==> src/rtl/core/mcct_pkg.sv <==
// ----------------------------------------------------------------------------
// mcct_pkg
// Shared types and constants for the multi-channel compare timer: command
// codes, result vector codes and the transfer payloads of both channels.
// ----------------------------------------------------------------------------
package mcct_pkg;

  localparam int NumChannelsDefault = 7;
  localparam int CountWidthDefault  = 16;

  // Divider range; the register is seven bits wide.
  localparam int DivWidth = 7;
  localparam logic [DivWidth-1:0] DIV_RESET = 7'd1;
  localparam logic [DivWidth-1:0] DIV_MIN   = 7'd1;
  localparam logic [DivWidth-1:0] DIV_MAX   = 7'd64;
  localparam int DivCountWidth = 6;

  // Configuration register indexes.
  localparam logic REG_CLOCK_DIVIDE = 1'b0;

  typedef enum logic [1:0] {
    CMD_TICK       = 2'd0,
    CMD_SET_PERIOD = 2'd1,
    CMD_ENABLE     = 2'd2,
    CMD_SERVICE    = 2'd3
  } cmd_t;

  // Channel code that names the counter overflow source.
  localparam logic [2:0] CH_OVERFLOW = 3'd7;

  localparam logic [3:0] VEC_NONE     = 4'd0;
  localparam logic [3:0] VEC_OVERFLOW = 4'd8;

  typedef struct packed {
    cmd_t        cmd;
    logic [2:0]  channel;
    logic [15:0] value;
  } item_t;

  typedef struct packed {
    logic [3:0]  vector;
    logic        irq;
    logic [15:0] count;
  } result_t;

  // Counter event of one step, from the prescaler to the compare channels.
  typedef struct packed {
    logic advance;
    logic wrap;
  } count_evt_t;

endpackage

==> src/rtl/core/mcct_prescaler.sv <==
// ----------------------------------------------------------------------------
// mcct_prescaler
// Clock divider and free-running counter. Shows the counter value after the
// current step and whether it advanced or wrapped.
// ----------------------------------------------------------------------------
module mcct_prescaler #(
  parameter int COUNT_WIDTH = mcct_pkg::CountWidthDefault
) (
  input  logic                              clk,
  input  logic                              rst,
  input  logic                              tick,
  input  logic [mcct_pkg::DivWidth-1:0]     clock_divide,
  output logic [COUNT_WIDTH-1:0]            count_next,
  output mcct_pkg::count_evt_t              evt
);
  import mcct_pkg::*;

  logic [COUNT_WIDTH-1:0]   counter;
  logic [DivCountWidth-1:0] divide_count;
  logic [DivCountWidth-1:0] divide_count_next;
  logic [DivWidth-1:0]      div_eff;
  logic [DivWidth-1:0]      div_inc;

  always_comb begin
    // Out-of-range divider settings are clamped to the nearest legal value.
    if (clock_divide < DIV_MIN) begin
      div_eff = DIV_MIN;
    end else if (clock_divide > DIV_MAX) begin
      div_eff = DIV_MAX;
    end else begin
      div_eff = clock_divide;
    end
    div_inc = {1'b0, divide_count} + DivWidth'(1);

    divide_count_next = divide_count;
    count_next        = counter;
    evt               = '0;
    if (tick) begin
      if (div_inc < div_eff) begin
        divide_count_next = div_inc[DivCountWidth-1:0];
      end else begin
        divide_count_next = '0;
        count_next        = counter + COUNT_WIDTH'(1);
        evt.advance       = 1'b1;
        evt.wrap          = &counter;
      end
    end
  end

  always_ff @(posedge clk) begin
    if (rst) begin
      counter      <= '0;
      divide_count <= '0;
    end else begin
      counter      <= count_next;
      divide_count <= divide_count_next;
    end
  end

endmodule

==> src/rtl/core/mcct_channels.sv <==
// ----------------------------------------------------------------------------
// mcct_channels
// Compare channels, pending and enable flags, and the service priority
// encoder. Produces the vector and interrupt state after the current step.
// ----------------------------------------------------------------------------
module mcct_channels #(
  parameter int NUM_CHANNELS = mcct_pkg::NumChannelsDefault,
  parameter int COUNT_WIDTH  = mcct_pkg::CountWidthDefault
) (
  input  logic                   clk,
  input  logic                   rst,
  input  logic                   fire,
  input  mcct_pkg::item_t        item,
  input  logic [COUNT_WIDTH-1:0] count_next,
  input  mcct_pkg::count_evt_t   evt,
  output logic [3:0]             vector,
  output logic                   irq
);
  import mcct_pkg::*;

  localparam logic [COUNT_WIDTH-1:0] CMP_RESET = COUNT_WIDTH'(32'hffff);

  logic [COUNT_WIDTH-1:0]  compare_value [NUM_CHANNELS];
  logic [COUNT_WIDTH-1:0]  compare_step  [NUM_CHANNELS];
  logic [COUNT_WIDTH-1:0]  compare_value_next [NUM_CHANNELS];
  logic [COUNT_WIDTH-1:0]  compare_step_next  [NUM_CHANNELS];
  logic [NUM_CHANNELS-1:0] pending, pending_next;
  logic [NUM_CHANNELS-1:0] enable, enable_next;
  logic                    ovf_pending, ovf_pending_next;
  logic                    ovf_enable, ovf_enable_next;
  logic [NUM_CHANNELS-1:0] active;
  logic [COUNT_WIDTH-1:0]  period_step;
  logic                    found;

  always_comb begin
    compare_value_next = compare_value;
    compare_step_next  = compare_step;
    pending_next       = pending;
    enable_next        = enable;
    ovf_pending_next   = ovf_pending;
    ovf_enable_next    = ovf_enable;
    vector             = VEC_NONE;
    active             = pending & enable;
    found              = 1'b0;
    // A period of zero wraps to all ones at the counter width.
    period_step        = COUNT_WIDTH'(item.value) - COUNT_WIDTH'(1);

    if (fire) begin
      unique case (item.cmd)
        CMD_TICK: begin
          if (evt.advance) begin
            if (evt.wrap) begin
              ovf_pending_next = 1'b1;
            end
            for (int i = 0; i < NUM_CHANNELS; i++) begin
              if (compare_value[i] == count_next) begin
                pending_next[i] = 1'b1;
              end
            end
          end
        end
        CMD_SET_PERIOD: begin
          for (int i = 0; i < NUM_CHANNELS; i++) begin
            if (item.channel == 3'(i)) begin
              compare_step_next[i]  = period_step;
              compare_value_next[i] = period_step;
              pending_next[i]       = 1'b0;
              enable_next[i]        = 1'b0;
            end
          end
        end
        CMD_ENABLE: begin
          for (int i = 0; i < NUM_CHANNELS; i++) begin
            if (item.channel == 3'(i)) begin
              pending_next[i] = 1'b0;
              enable_next[i]  = 1'b1;
            end
          end
          if (item.channel == CH_OVERFLOW) begin
            ovf_pending_next = 1'b0;
            ovf_enable_next  = 1'b1;
          end
        end
        CMD_SERVICE: begin
          // Lowest channel number wins; overflow only when no channel is due.
          for (int i = 0; i < NUM_CHANNELS; i++) begin
            if (active[i] && !found) begin
              found                 = 1'b1;
              compare_value_next[i] = compare_value[i] + compare_step[i];
              pending_next[i]       = 1'b0;
              vector                = 4'(i + 1);
            end
          end
          if (!found && ovf_pending && ovf_enable) begin
            ovf_pending_next = 1'b0;
            vector           = VEC_OVERFLOW;
          end
        end
        default: begin
        end
      endcase
    end

    irq = (|(pending_next & enable_next)) | (ovf_pending_next & ovf_enable_next);
  end

  always_ff @(posedge clk) begin
    if (rst) begin
      for (int i = 0; i < NUM_CHANNELS; i++) begin
        compare_value[i] <= CMP_RESET;
        compare_step[i]  <= CMP_RESET;
      end
      pending     <= '0;
      enable      <= '0;
      ovf_pending <= 1'b0;
      ovf_enable  <= 1'b0;
    end else begin
      compare_value <= compare_value_next;
      compare_step  <= compare_step_next;
      pending       <= pending_next;
      enable        <= enable_next;
      ovf_pending   <= ovf_pending_next;
      ovf_enable    <= ovf_enable_next;
    end
  end

endmodule

==> src/rtl/core/multi_channel_compare_timer.sv <==
// ----------------------------------------------------------------------------
// multi_channel_compare_timer
// Free-running counter with compare channels, an overflow source and a
// serviced priority vector, driven by a stream of commands.
//
//   channel   signals                               direction
//   item      item_valid, item_stall, item          command transfer in
//   result    result_valid, result_stall, result    one result per command out
//   config    psel, penable, pwrite, paddr, pwdata   APB register access
//
// Each command passes through the input register and then the result
// register; one command per cycle is sustained while results are not stalled.
// All state updates for a command happen in the single cycle it leaves the
// input register. Reset clears the counter, the flags and the divider count
// and loads the compare values and steps with all ones. A stalled result
// holds the command in the input register, and item_stall rises only when
// both registers are full.
// ----------------------------------------------------------------------------
module multi_channel_compare_timer #(
  parameter int NUM_CHANNELS = mcct_pkg::NumChannelsDefault,
  parameter int COUNT_WIDTH  = mcct_pkg::CountWidthDefault
) (
  input  logic              clk,
  input  logic              rst,
  input  logic              item_valid,
  output logic              item_stall,
  input  mcct_pkg::item_t   item,
  output logic              result_valid,
  input  logic              result_stall,
  output mcct_pkg::result_t result,
  input  logic              psel,
  input  logic              penable,
  input  logic              pwrite,
  input  logic [2:0]        paddr,
  input  logic [31:0]       pwdata,
  output logic [31:0]       prdata,
  output logic              pready
);
  import mcct_pkg::*;

  logic                   s1_valid;
  item_t                  s1_item;
  logic                   fire;
  logic                   accept;
  logic [DivWidth-1:0]    clock_divide;
  logic [COUNT_WIDTH-1:0] count_next;
  count_evt_t             evt;
  logic [3:0]             vector;
  logic                   irq;

  assign pready = 1'b1;
  assign prdata = (paddr[2] == REG_CLOCK_DIVIDE) ? 32'(clock_divide) : '0;

  always_ff @(posedge clk) begin
    if (rst) begin
      clock_divide <= DIV_RESET;
    end else if (psel && penable && pwrite && pready && paddr[2] == REG_CLOCK_DIVIDE) begin
      clock_divide <= pwdata[DivWidth-1:0];
    end
  end

  // The command in the input register executes when the result register can
  // take its result.
  assign fire       = s1_valid && (!result_valid || !result_stall);
  assign item_stall = s1_valid && !fire;
  assign accept     = item_valid && !item_stall;

  always_ff @(posedge clk) begin
    if (rst) begin
      s1_valid <= 1'b0;
    end else if (accept) begin
      s1_valid <= 1'b1;
    end else if (fire) begin
      s1_valid <= 1'b0;
    end
  end

  always_ff @(posedge clk) begin
    if (accept) begin
      s1_item <= item;
    end
  end

  mcct_prescaler #(
    .COUNT_WIDTH(COUNT_WIDTH)
  ) u_prescaler (
    .clk         (clk),
    .rst         (rst),
    .tick        (fire && s1_item.cmd == CMD_TICK),
    .clock_divide(clock_divide),
    .count_next  (count_next),
    .evt         (evt)
  );

  mcct_channels #(
    .NUM_CHANNELS(NUM_CHANNELS),
    .COUNT_WIDTH (COUNT_WIDTH)
  ) u_channels (
    .clk       (clk),
    .rst       (rst),
    .fire      (fire),
    .item      (s1_item),
    .count_next(count_next),
    .evt       (evt),
    .vector    (vector),
    .irq       (irq)
  );

  always_ff @(posedge clk) begin
    if (rst) begin
      result_valid <= 1'b0;
    end else if (fire) begin
      result_valid <= 1'b1;
    end else if (!result_stall) begin
      result_valid <= 1'b0;
    end
  end

  always_ff @(posedge clk) begin
    if (fire) begin
      result.vector <= vector;
      result.irq    <= irq;
      result.count  <= 16'(count_next);
    end
  end

endmodule

==> config.mk <==
export PLATFORM = sky130hd
export DESIGN_NAME = multi_channel_compare_timer
export DESIGN_NICKNAME = d
export VERILOG_FILES = /design/src/rtl/core/mcct_pkg.sv /design/src/rtl/core/mcct_prescaler.sv /design/src/rtl/core/mcct_channels.sv /design/src/rtl/core/multi_channel_compare_timer.sv
export SDC_FILE = /design/constraint.sdc
export NUM_CORES = 1
export LEC_CHECK = 0
export ABC_AREA = 1
export BUFFER_PORTS_ARGS = -buffer_cell sky130_fd_sc_hd__buf_2
export CAP_MARGIN = 20
export CORE_MARGIN = 5
export CORE_UTILIZATION = 45
export DETAILED_ROUTE_END_ITERATION = 6
export PLACE_DENSITY_LB_ADDON = 0.12
export SLEW_MARGIN = 10
export SYNTH_ARGS = -nofsm -noshare
export SYNTH_HDL_FRONTEND = slang
export SYNTH_SLANG_ARGS = --single-unit
==> constraint.sdc <==
create_clock -name clk -period 5.9 [get_ports clk]
set_input_delay 1.18 -clock clk [delete_from_list [all_inputs] [get_ports clk]]
set_output_delay 1.18 -clock clk [all_outputs]
set_load 0.005 [all_outputs]
# After elaboration in Yosys (flattened, before gate mapping)
# Index checks and enable logic that the tools add are counted.
[op_classes]
addsub = 10
multipliers = 0
n_div = 0
n_lt_le_gt_ge = 3
eq_ne = 32
shifts = 0
muxes = 105
bitwise = 6
reduce_logical = 49
[ops]
columns = ["op", "count"]
rows = [
  ["two-way mux 16 bit", 16],
  ["one-hot mux 112 bit (2 select lines)", 1],
  ["adder 16 bit", 7],
  ["equality test 16 bit", 7],
  ["two-way mux 1 bit", 69],
  ["two-way mux 7 bit", 6],
  ["inequality test 2 x 1 -> 1 bit, second input constant", 15],
  ["AND reduction 4 bit", 7],
  ["one-hot mux 7 bit (3 select lines)", 1],
  ["AND reduction 3 bit", 7],
  ["adder 16 x 1 -> 16 bit, second input constant", 1],
  ["AND reduction 16 bit", 1],
  ["subtractor 16 x 1 -> 16 bit, second input constant", 1],
  ["logical AND 1 bit", 15],
  ["bitwise AND 7 bit", 2],
  ["one-hot mux 7 bit (2 select lines)", 1],
  ["equality test 3 bit, second input constant", 4],
  ["two-way mux 3 bit", 4],
  ["zero test 1 bit", 11],
  ["two-way mux 2 bit", 4],
  ["adder 6 x 1 -> 7 bit, second input constant", 1],
  ["greater-than comparator 7 bit, second input constant", 1],
  ["less-than comparator 7 x 1 -> 1 bit, second input constant", 1],
  ["less-than comparator 7 bit", 1],
  ["16 further kinds", 21],
]
[totals]
reg_bits = 313
latch_bits = 0
ram_bits = 0
mem_bits_ro = 0
output_inout_bits = 56
word_cells = 235
mem_count = 0

# Logic depth before layout (Yosys ltp)
[logic_depth]
ltp_word = 42
ltp_mapped = 27
mapped_depth_nobuf = 26

# By module
# Synthesis repeated with hierarchy kept, for this count alone.
[hier_totals]
hier_cells = 3053
hier_area_um2 = 20339.5
[modules_own_cells]
columns = ["module", "n_inst", "cells_per_inst", "area_each_um2"]
rows = [
  ["mcct_channels", 1, 2681, 16922.5],
  ["multi_channel_compare_timer", 1, 145, 1949.4],
  ["mcct_prescaler", 1, 227, 1467.7],
]

# Worst setup path before layout
# No wires, ideal clock.
[synth_path]
path_kind = "input to register"
from = "in result_stall"
to = "reg result[16] (netlist name) (data pin)"
setup_ps = 254
arrival_ps = 3055
required_time_ps = 5646
slack_ps = 2591
stages = 21
n_path_buf = 1
path_cell_list = "nand2_2 -> nand2_2 -> clkinv_2 -> nand2_4 -> nor3_1 -> nand2_1 -> nor3_2 -> nand2_1 -> nand2_1 -> nand2_2 -> buf_6 -> o21ai_0 -> inv_1 -> nand2_1 -> nor2_1 -> nand3_1 -> nand2_1 -> nand2_1 -> nand2_1 -> nor2_1 -> nand2_1"
[synth_between]
elab_chain_cells = 13
word_cells_on_any_way = 33
[synth_lines]
columns = ["element", "line_no", "text"]
rows = [
  ["from (decl)", "multi_channel_compare_timer.sv:29", "input logic result_stall,"],
  ["zero test 1 bit *", "n/a", ""],
  ["logical OR 1 bit *", "multi_channel_compare_timer.sv:64", "assign fire = s1_valid && (!result_valid || !result_stall);"],
  ["logical AND 1 bit *", "multi_channel_compare_timer.sv:64", ""],
  ["via fire", "multi_channel_compare_timer.sv:43", "logic fire;"],
  ["logical AND 1 bit", "multi_channel_compare_timer.sv:89", ".tick (fire && s1_item.cmd == CMD_TICK),"],
  ["two-way mux 16 bit", "mcct_prescaler.sv:38", "if (tick) begin"],
  ["equality test 16 bit", "mcct_channels.sv:56", "if (compare_value[i] == count_next) begin"],
  ["two-way mux 1 bit", "mcct_channels.sv:56", ""],
  ["two-way mux 7 bit", "mcct_channels.sv:51", "if (evt.advance) begin"],
  ["one-hot mux 7 bit (3 select lines)", "mcct_channels.sv:49", "unique case (item.cmd)"],
  ["two-way mux 7 bit", "mcct_channels.sv:48", "if (fire) begin"],
  ["bitwise AND 7 bit", "mcct_channels.sv:104", "irq = (|(pending_next & enable_next)) | (ovf_pending_next & ovf_enable_next);"],
  ["OR reduction 7 bit", "mcct_channels.sv:104", ""],
  ["bitwise OR 1 bit *", "mcct_channels.sv:104", ""],
  ["via irq", "multi_channel_compare_timer.sv:49", "logic irq;"],
  ["to (decl)", "multi_channel_compare_timer.sv:30", "output mcct_pkg::result_t result,"],
]
# Mark *: on every way through the listed nets, which the timed path passes. The rest lies on a longest branch.
# A chain may end at the register's enable or synchronous reset.

# Worst setup path in the final report
[layout_path]
from = "reg u_prescaler.divide_count[0]"
to = "reg result[16] (netlist name) (data pin)"
[layout_between]
elab_chain_cells = 12
word_cells_on_any_way = 31
[layout_lines]
columns = ["element", "line_no", "text"]
rows = [
  ["from (decl)", "mcct_prescaler.sv:19", "logic [DivCountWidth-1:0] divide_count;"],
  ["from (signal assigned)", "mcct_prescaler.sv:56", "divide_count <= divide_count_next;"],
  ["adder 6 x 1 -> 7 bit *", "mcct_prescaler.sv:33", "div_inc = {1'b0, divide_count} + DivWidth'(1);"],
  ["less-than comparator 7 bit *", "mcct_prescaler.sv:39", "if (div_inc < div_eff) begin"],
  ["two-way mux 16 bit *", "mcct_prescaler.sv:39", ""],
  ["two-way mux 16 bit *", "mcct_prescaler.sv:38", ""],
  ["via count_next[1]", "multi_channel_compare_timer.sv:46", "logic [COUNT_WIDTH-1:0] count_next;"],
  ["equality test 16 bit", "mcct_channels.sv:56", ""],
  ["two-way mux 1 bit", "mcct_channels.sv:56", ""],
  ["two-way mux 7 bit *", "mcct_channels.sv:51", ""],
  ["one-hot mux 7 bit (3 select lines) *", "mcct_channels.sv:49", ""],
  ["two-way mux 7 bit *", "mcct_channels.sv:48", ""],
  ["bitwise AND 7 bit *", "mcct_channels.sv:104", ""],
  ["OR reduction 7 bit *", "mcct_channels.sv:104", ""],
  ["bitwise OR 1 bit *", "mcct_channels.sv:104", ""],
  ["via irq", "multi_channel_compare_timer.sv:49", ""],
]
# Marks and branches as above.

==> report_table.html <==
<table>
<tr><th>Metric</th><th>Value</th></tr>
<tr><th colspan="2">Run status</th></tr>
<tr><td>Outcome</td><td>completed</td></tr>
<tr><th colspan="2">Global routing</th></tr>
<tr><td>Overall overflow remaining after global route</td><td>0</td></tr>
<tr><td>First-pass GRT wire length</td><td>105000 um</td></tr>
<tr><td>Number of antenna violations at the first check in global routing</td><td>2</td></tr>
<tr><td>Vias in the first global route</td><td>between 15000 and 20000</td></tr>
<tr><td>Pin count of the biggest net entering global routing</td><td>~70</td></tr>
<tr><td>Overall fraction of global-route tracks in use</td><td>0.289</td></tr>
<tr><th colspan="2">Placed design</th></tr>
<tr><td>Post-DP HPWL</td><td>49300 um</td></tr>
<tr><td>Number of port buffers</td><td>between 60 and 70</td></tr>
<tr><td>Post-placement cell count</td><td>roughly 3300</td></tr>
<tr><td>Final weighted congestion of routability-driven global placement</td><td>0.987</td></tr>
<tr><th colspan="2">Route</th></tr>
<tr><td>Vias per cell</td><td>5.57</td></tr>
<tr><td>Detailed-router iteration count before antenna repair</td><td>5</td></tr>
<tr><td>Via Count</td><td>18900</td></tr>
<tr><td>DRT Wirelength</td><td>69500 um</td></tr>
<tr><td>Average routed wire per standard cell</td><td>20.5 um</td></tr>
<tr><td>DRC violation count after routing</td><td>0</td></tr>
<tr><td>Number of DRC markers after the initial detailed-route iteration</td><td>1798</td></tr>
<tr><td>Antenna Violating Nets Remaining</td><td>0</td></tr>
<tr><th colspan="2">STA</th></tr>
<tr><td>Maximum clock rate</td><td>223 MHz</td></tr>
<tr><td>Number of endpoints failing setup at the final stage</td><td>0</td></tr>
<tr><td>Sum of negative setup slack</td><td>0 ns</td></tr>
<tr><td>Unrepaired setup endpoints after global routing</td><td>no</td></tr>
<tr><td>Worst-case clock skew</td><td>roughly 0.027 ns</td></tr>
<tr><td>Post-route fraction of the period consumed by the critical path</td><td>0.761</td></tr>
<tr><td>Final period demand of the worst path</td><td>4.49 ns</td></tr>
<tr><td>Final max-slew violation count</td><td>0</td></tr>
<tr><td>Final Hold Violating Endpoints</td><td>0</td></tr>
<tr><td>Measured slew at the worst slew-check pin</td><td>1.08 ns</td></tr>
<tr><td>Relative slew slack</td><td>0.281</td></tr>
<tr><th colspan="2">Worst setup path</th></tr>
<tr><td>Critical-path top delay cell</td><td>nand2_2</td></tr>
<tr><td>Setup crit start</td><td>u_prescaler.divide_count[0]</td></tr>
<tr><td>Critical R2R Capture</td><td>result[16]</td></tr>
<tr><td>Critical path depth in cells</td><td>24</td></tr>
<tr><td>WS Path Type</td><td>register to register</td></tr>
<tr><td>WP buf/inv</td><td>1</td></tr>
<tr><td>Cell Chain, Critical Path</td><td>ha_1, nand2_1, nor2_1, xnor2_1, inv_1, ha_1, a21oi_1, nor2_1, a211oi_1, nand2_2, nand2_1, nand2_1, nand2_1, nand2_1, nand2_1, nor2_1, nand3b_1, nor2_1, nand3_1, nand2_1, nand2_1, nand2_1, nor2_1, nand2_1</td></tr>
<tr><td>Most used cell along the critical path</td><td>nand2_1</td></tr>
<tr><td>R2R depth</td><td>24</td></tr>
<tr><td>Worst setup endpoint</td><td>result[16]</td></tr>
<tr><td>Critical Path RT</td><td>6.21 ns</td></tr>
<tr><td>Flop-to-flop setup slack</td><td>1.41 ns</td></tr>
<tr><td>CP startpoint kind</td><td>register</td></tr>
<tr><td>Origin of the critical flop-to-flop path</td><td>u_prescaler.divide_count[0]</td></tr>
<tr><td>Top Family by Delay on Critical Path</td><td>simple AND/OR/NAND/NOR gates</td></tr>
<tr><td>Data arrival, critical path</td><td>roughly 4.8 ns</td></tr>
<tr><td>Slowest stage delay, CP</td><td>0.45 ns</td></tr>
<tr><td>CP Capture Type</td><td>register</td></tr>
<tr><td>Maximum fanout along the worst path</td><td>32</td></tr>
<tr><th colspan="2">Layout</th></tr>
<tr><td>Fin util</td><td>0.503</td></tr>
<tr><td>Fill cells</td><td>4327</td></tr>
<tr><td>Number of nets in the layout</td><td>3010</td></tr>
<tr><td>Highest-count cells in the layout ignoring fill and taps</td><td>767 x nand2_1, 306 x a21oi_1, 271 x dfxtp_1</td></tr>
<tr><td>Signed area change from the synthesized netlist to the final layout</td><td>10.1%</td></tr>
<tr><td>Most common library cell in the layout ignoring fill and taps</td><td>nand2_1</td></tr>
<tr><td>Number of standard cells in the final layout excluding fillers</td><td>3388</td></tr>
<tr><td>Share of cells above drive strength 1</td><td>0.0779</td></tr>
<tr><th colspan="2">Synth</th></tr>
<tr><td>Compound-gate portion of the synthesized area</td><td>0.172</td></tr>
<tr><td>Post-synthesis async set-or-reset flop share</td><td>0</td></tr>
<tr><td>Sequential fraction of the synthesis area</td><td>0.347</td></tr>
<tr><td>Synth Cell Area</td><td>roughly 0.019 sq mm</td></tr>
<tr><td>Number of warnings issued by yosys</td><td>0</td></tr>
<tr><td>Post-Synth Adder-Cell Area</td><td>0.0846</td></tr>
<tr><td>Count of distinct cell types in the synthesized netlist</td><td>56</td></tr>
<tr><td>Combinational family with the most area after synthesis</td><td>simple AND/OR/NAND/NOR gates</td></tr>
<tr><td>Mean post-synth cell area</td><td>just under 7 sq um</td></tr>
<tr><td>Share of the synthesized netlist area taken by xor and xnor gates</td><td>0.0364</td></tr>
<tr><td>Share of synthesized area spent on multiplexers</td><td>0</td></tr>
<tr><td>Instance count of the mapped netlist</td><td>about 2800</td></tr>
<tr><td>Fraction of the mapped netlist area in simple logic gates</td><td>0.277</td></tr>
<tr><td>Number of enable-type register cells in the synthesized netlist</td><td>42</td></tr>
<tr><td>Most used flip-flop cell after synthesis</td><td>dfxtp_1</td></tr>
<tr><td>Post-synthesis register bit count</td><td>313</td></tr>
<tr><th colspan="2">CTS</th></tr>
<tr><td>Later-pin clock latency in the skew report</td><td>0.58 ns</td></tr>
<tr><td>CTS hold repair buffers</td><td>0</td></tr>
<tr><td>Htree depth</td><td>2</td></tr>
<tr><td>Clock tree from TritonCTS</td><td>done</td></tr>
<tr><td>Clock sink count</td><td>313</td></tr>
<tr><td>TritonCTS buffer count</td><td>38</td></tr>
<tr><td>Number of gates resized after cts</td><td>0</td></tr>
<tr><td>Root Buffer</td><td>clkbuf_16</td></tr>
<tr><td>Max Root-Sink Buffers</td><td>3</td></tr>
<tr><td>Clock-pin transition on the worst setup and hold timing paths</td><td>0.06 ns</td></tr>
<tr><td>Buffer count from post-CTS setup fixing</td><td>0</td></tr>
<tr><th colspan="2">Floorplanning</th></tr>
<tr><td>Die boundary height</td><td>217 um</td></tr>
<tr><td>I/O pin count</td><td>119</td></tr>
<tr><td>Die X-Extent</td><td>217 um</td></tr>
<tr><td>Row cnt</td><td>75</td></tr>
<tr><td>Initial cell density of the core</td><td>0.457</td></tr>
<tr><td>Total Die Area</td><td>0.0470 sq mm</td></tr>
<tr><td>Floorplan core area</td><td>0.0421 sq mm</td></tr>
<tr><th colspan="2">Pwr</th></tr>
<tr><td>VDD IR-drop max</td><td>207 uV</td></tr>
<tr><td>Power, Total</td><td>5180 uW</td></tr>
<tr><td>Pleak</td><td>0.00963 uW</td></tr>
<tr><td>Power per unit of standard cell area</td><td>around 240 mW/mm^2</td></tr>
<tr><th colspan="2">Worst hold path</th></tr>
<tr><td>Type of the worst min-delay path</td><td>register to register</td></tr>
<tr><th colspan="2">Job</th></tr>
<tr><td>Max Cap Violations</td><td>0</td></tr>
</table>
flip-flops by register name, indices dropped and copies added (netlist names):
| register | cells |
|---|---|
| u_channels.compare_value | 112 |
| result_valid | 1 |
| u_channels.pending | 7 |
| u_channels.ovf_enable | 1 |
| clock_divide | 7 |
| s1_valid | 1 |
| u_channels.ovf_pending | 1 |
| result | 21 |
| u_channels.compare_step | 112 |
| s1_item | 21 |
| u_prescaler.counter | 16 |
| u_prescaler.divide_count | 6 |
| u_channels.enable | 7 |
worst min-delay path by stage:
stage,cells past startpoint,startpoint,endpoint
after floorplan,2,u_channels.compare_step[18],u_channels.compare_step[18]
after global placement,2,u_channels.compare_step[66],u_channels.compare_step[66]
after detailed placement,2,u_channels.compare_step[18],u_channels.compare_step[18]
after CTS,2,u_channels.compare_step[18],u_channels.compare_step[18]
after global routing,2,u_channels.compare_step[5],u_channels.compare_step[5]
final,2,u_channels.compare_step[21],u_channels.compare_step[21]
power breakdown:
| part | switching, uW | internal (uW) |
|---|---|---|
| clock network | 958 | 1350 |
| logic | 428 | 179 |
| registers | 53.8 | 2210 |
| total | 1440 | 3740 |
cells in the mapped netlist (26+ instances only):
master / n / area share
a21oi_1: 306 / 0.080
buf_4: 26 / 0.010
clkbuf_1: 59 / 0.011
dfxtp_1: 271 / 0.28
edfxtp_1: 42 / 0.065
ha_1: 119 / 0.077
inv_1: 260 / 0.051
nand2_1: 767 / 0.15
nand3_1: 180 / 0.047
nor2_1: 170 / 0.033
nor3_1: 26 / 0.0068
o21ai_0: 222 / 0.058
xor2_1: 57 / 0.026
metrics by stage:
step	setup slack (ns)	cell area, sq um	hold WS (ns)
2_1_floorplan	2.59	19400	0.435
3_3_place_gp	1.59	20000	0.445
3_5_place_dp	1.41	20000	0.453
4_1_cts	1.40	21200	0.469
5_1_grt	1.07	21200	0.493
6_report	1.41	21200	0.464
final cells by class:
| cell class | instances | area (sq um) | share of cell area |
|---|---|---|---|
| well taps | 539 | 674 | 0.0318 |
| inverters | 272 | 1020 | 0.0483 |
| clock inverters | 3 | 15.0 | 0.000708 |
| multi-input cells | 2104 | 11100 | 0.523 |
| flip-flops and latches | 313 | 6690 | 0.315 |
| clock buffers | 64 | 1180 | 0.0555 |
| repair buffers | 92 | 534 | 0.0252 |
| diodes | 1 | 2.50 | 0.000118 |
cells by family after synthesis:
group	Yosys count
AND/OR/NAND/NOR	1247
other	2
AO/OA/AOI/OAI	625
XOR/XNOR	80
flip-flops	313
buffers and inverters	386
adder cells (fa/ha/maj)	126
routing by layer:
metal  track usage  wire (um)  vias to the layer above
met3        0.0414       5560                      137
met2         0.468      31100                      744
met4         0.110       2770                        0
met5             0          0                        -
met1         0.394      30000                     8776
li1              -          -                     9230
worst reg2reg max path: cells and delay by family, from the launching register on:
kind / cells / cell delay [ns]
AOI/OAI and AO/OA: 2 / 0.39
xor gates and xnor gates: 1 / 0.14
adders and majority gates: 2 / 0.49
buffers and inverters: 1 / 0.08
DFF: 1 / 0.39
and+or+nand+nor: 18 / 2.72
No activity file was read; power rests on OpenSTA's default activity.
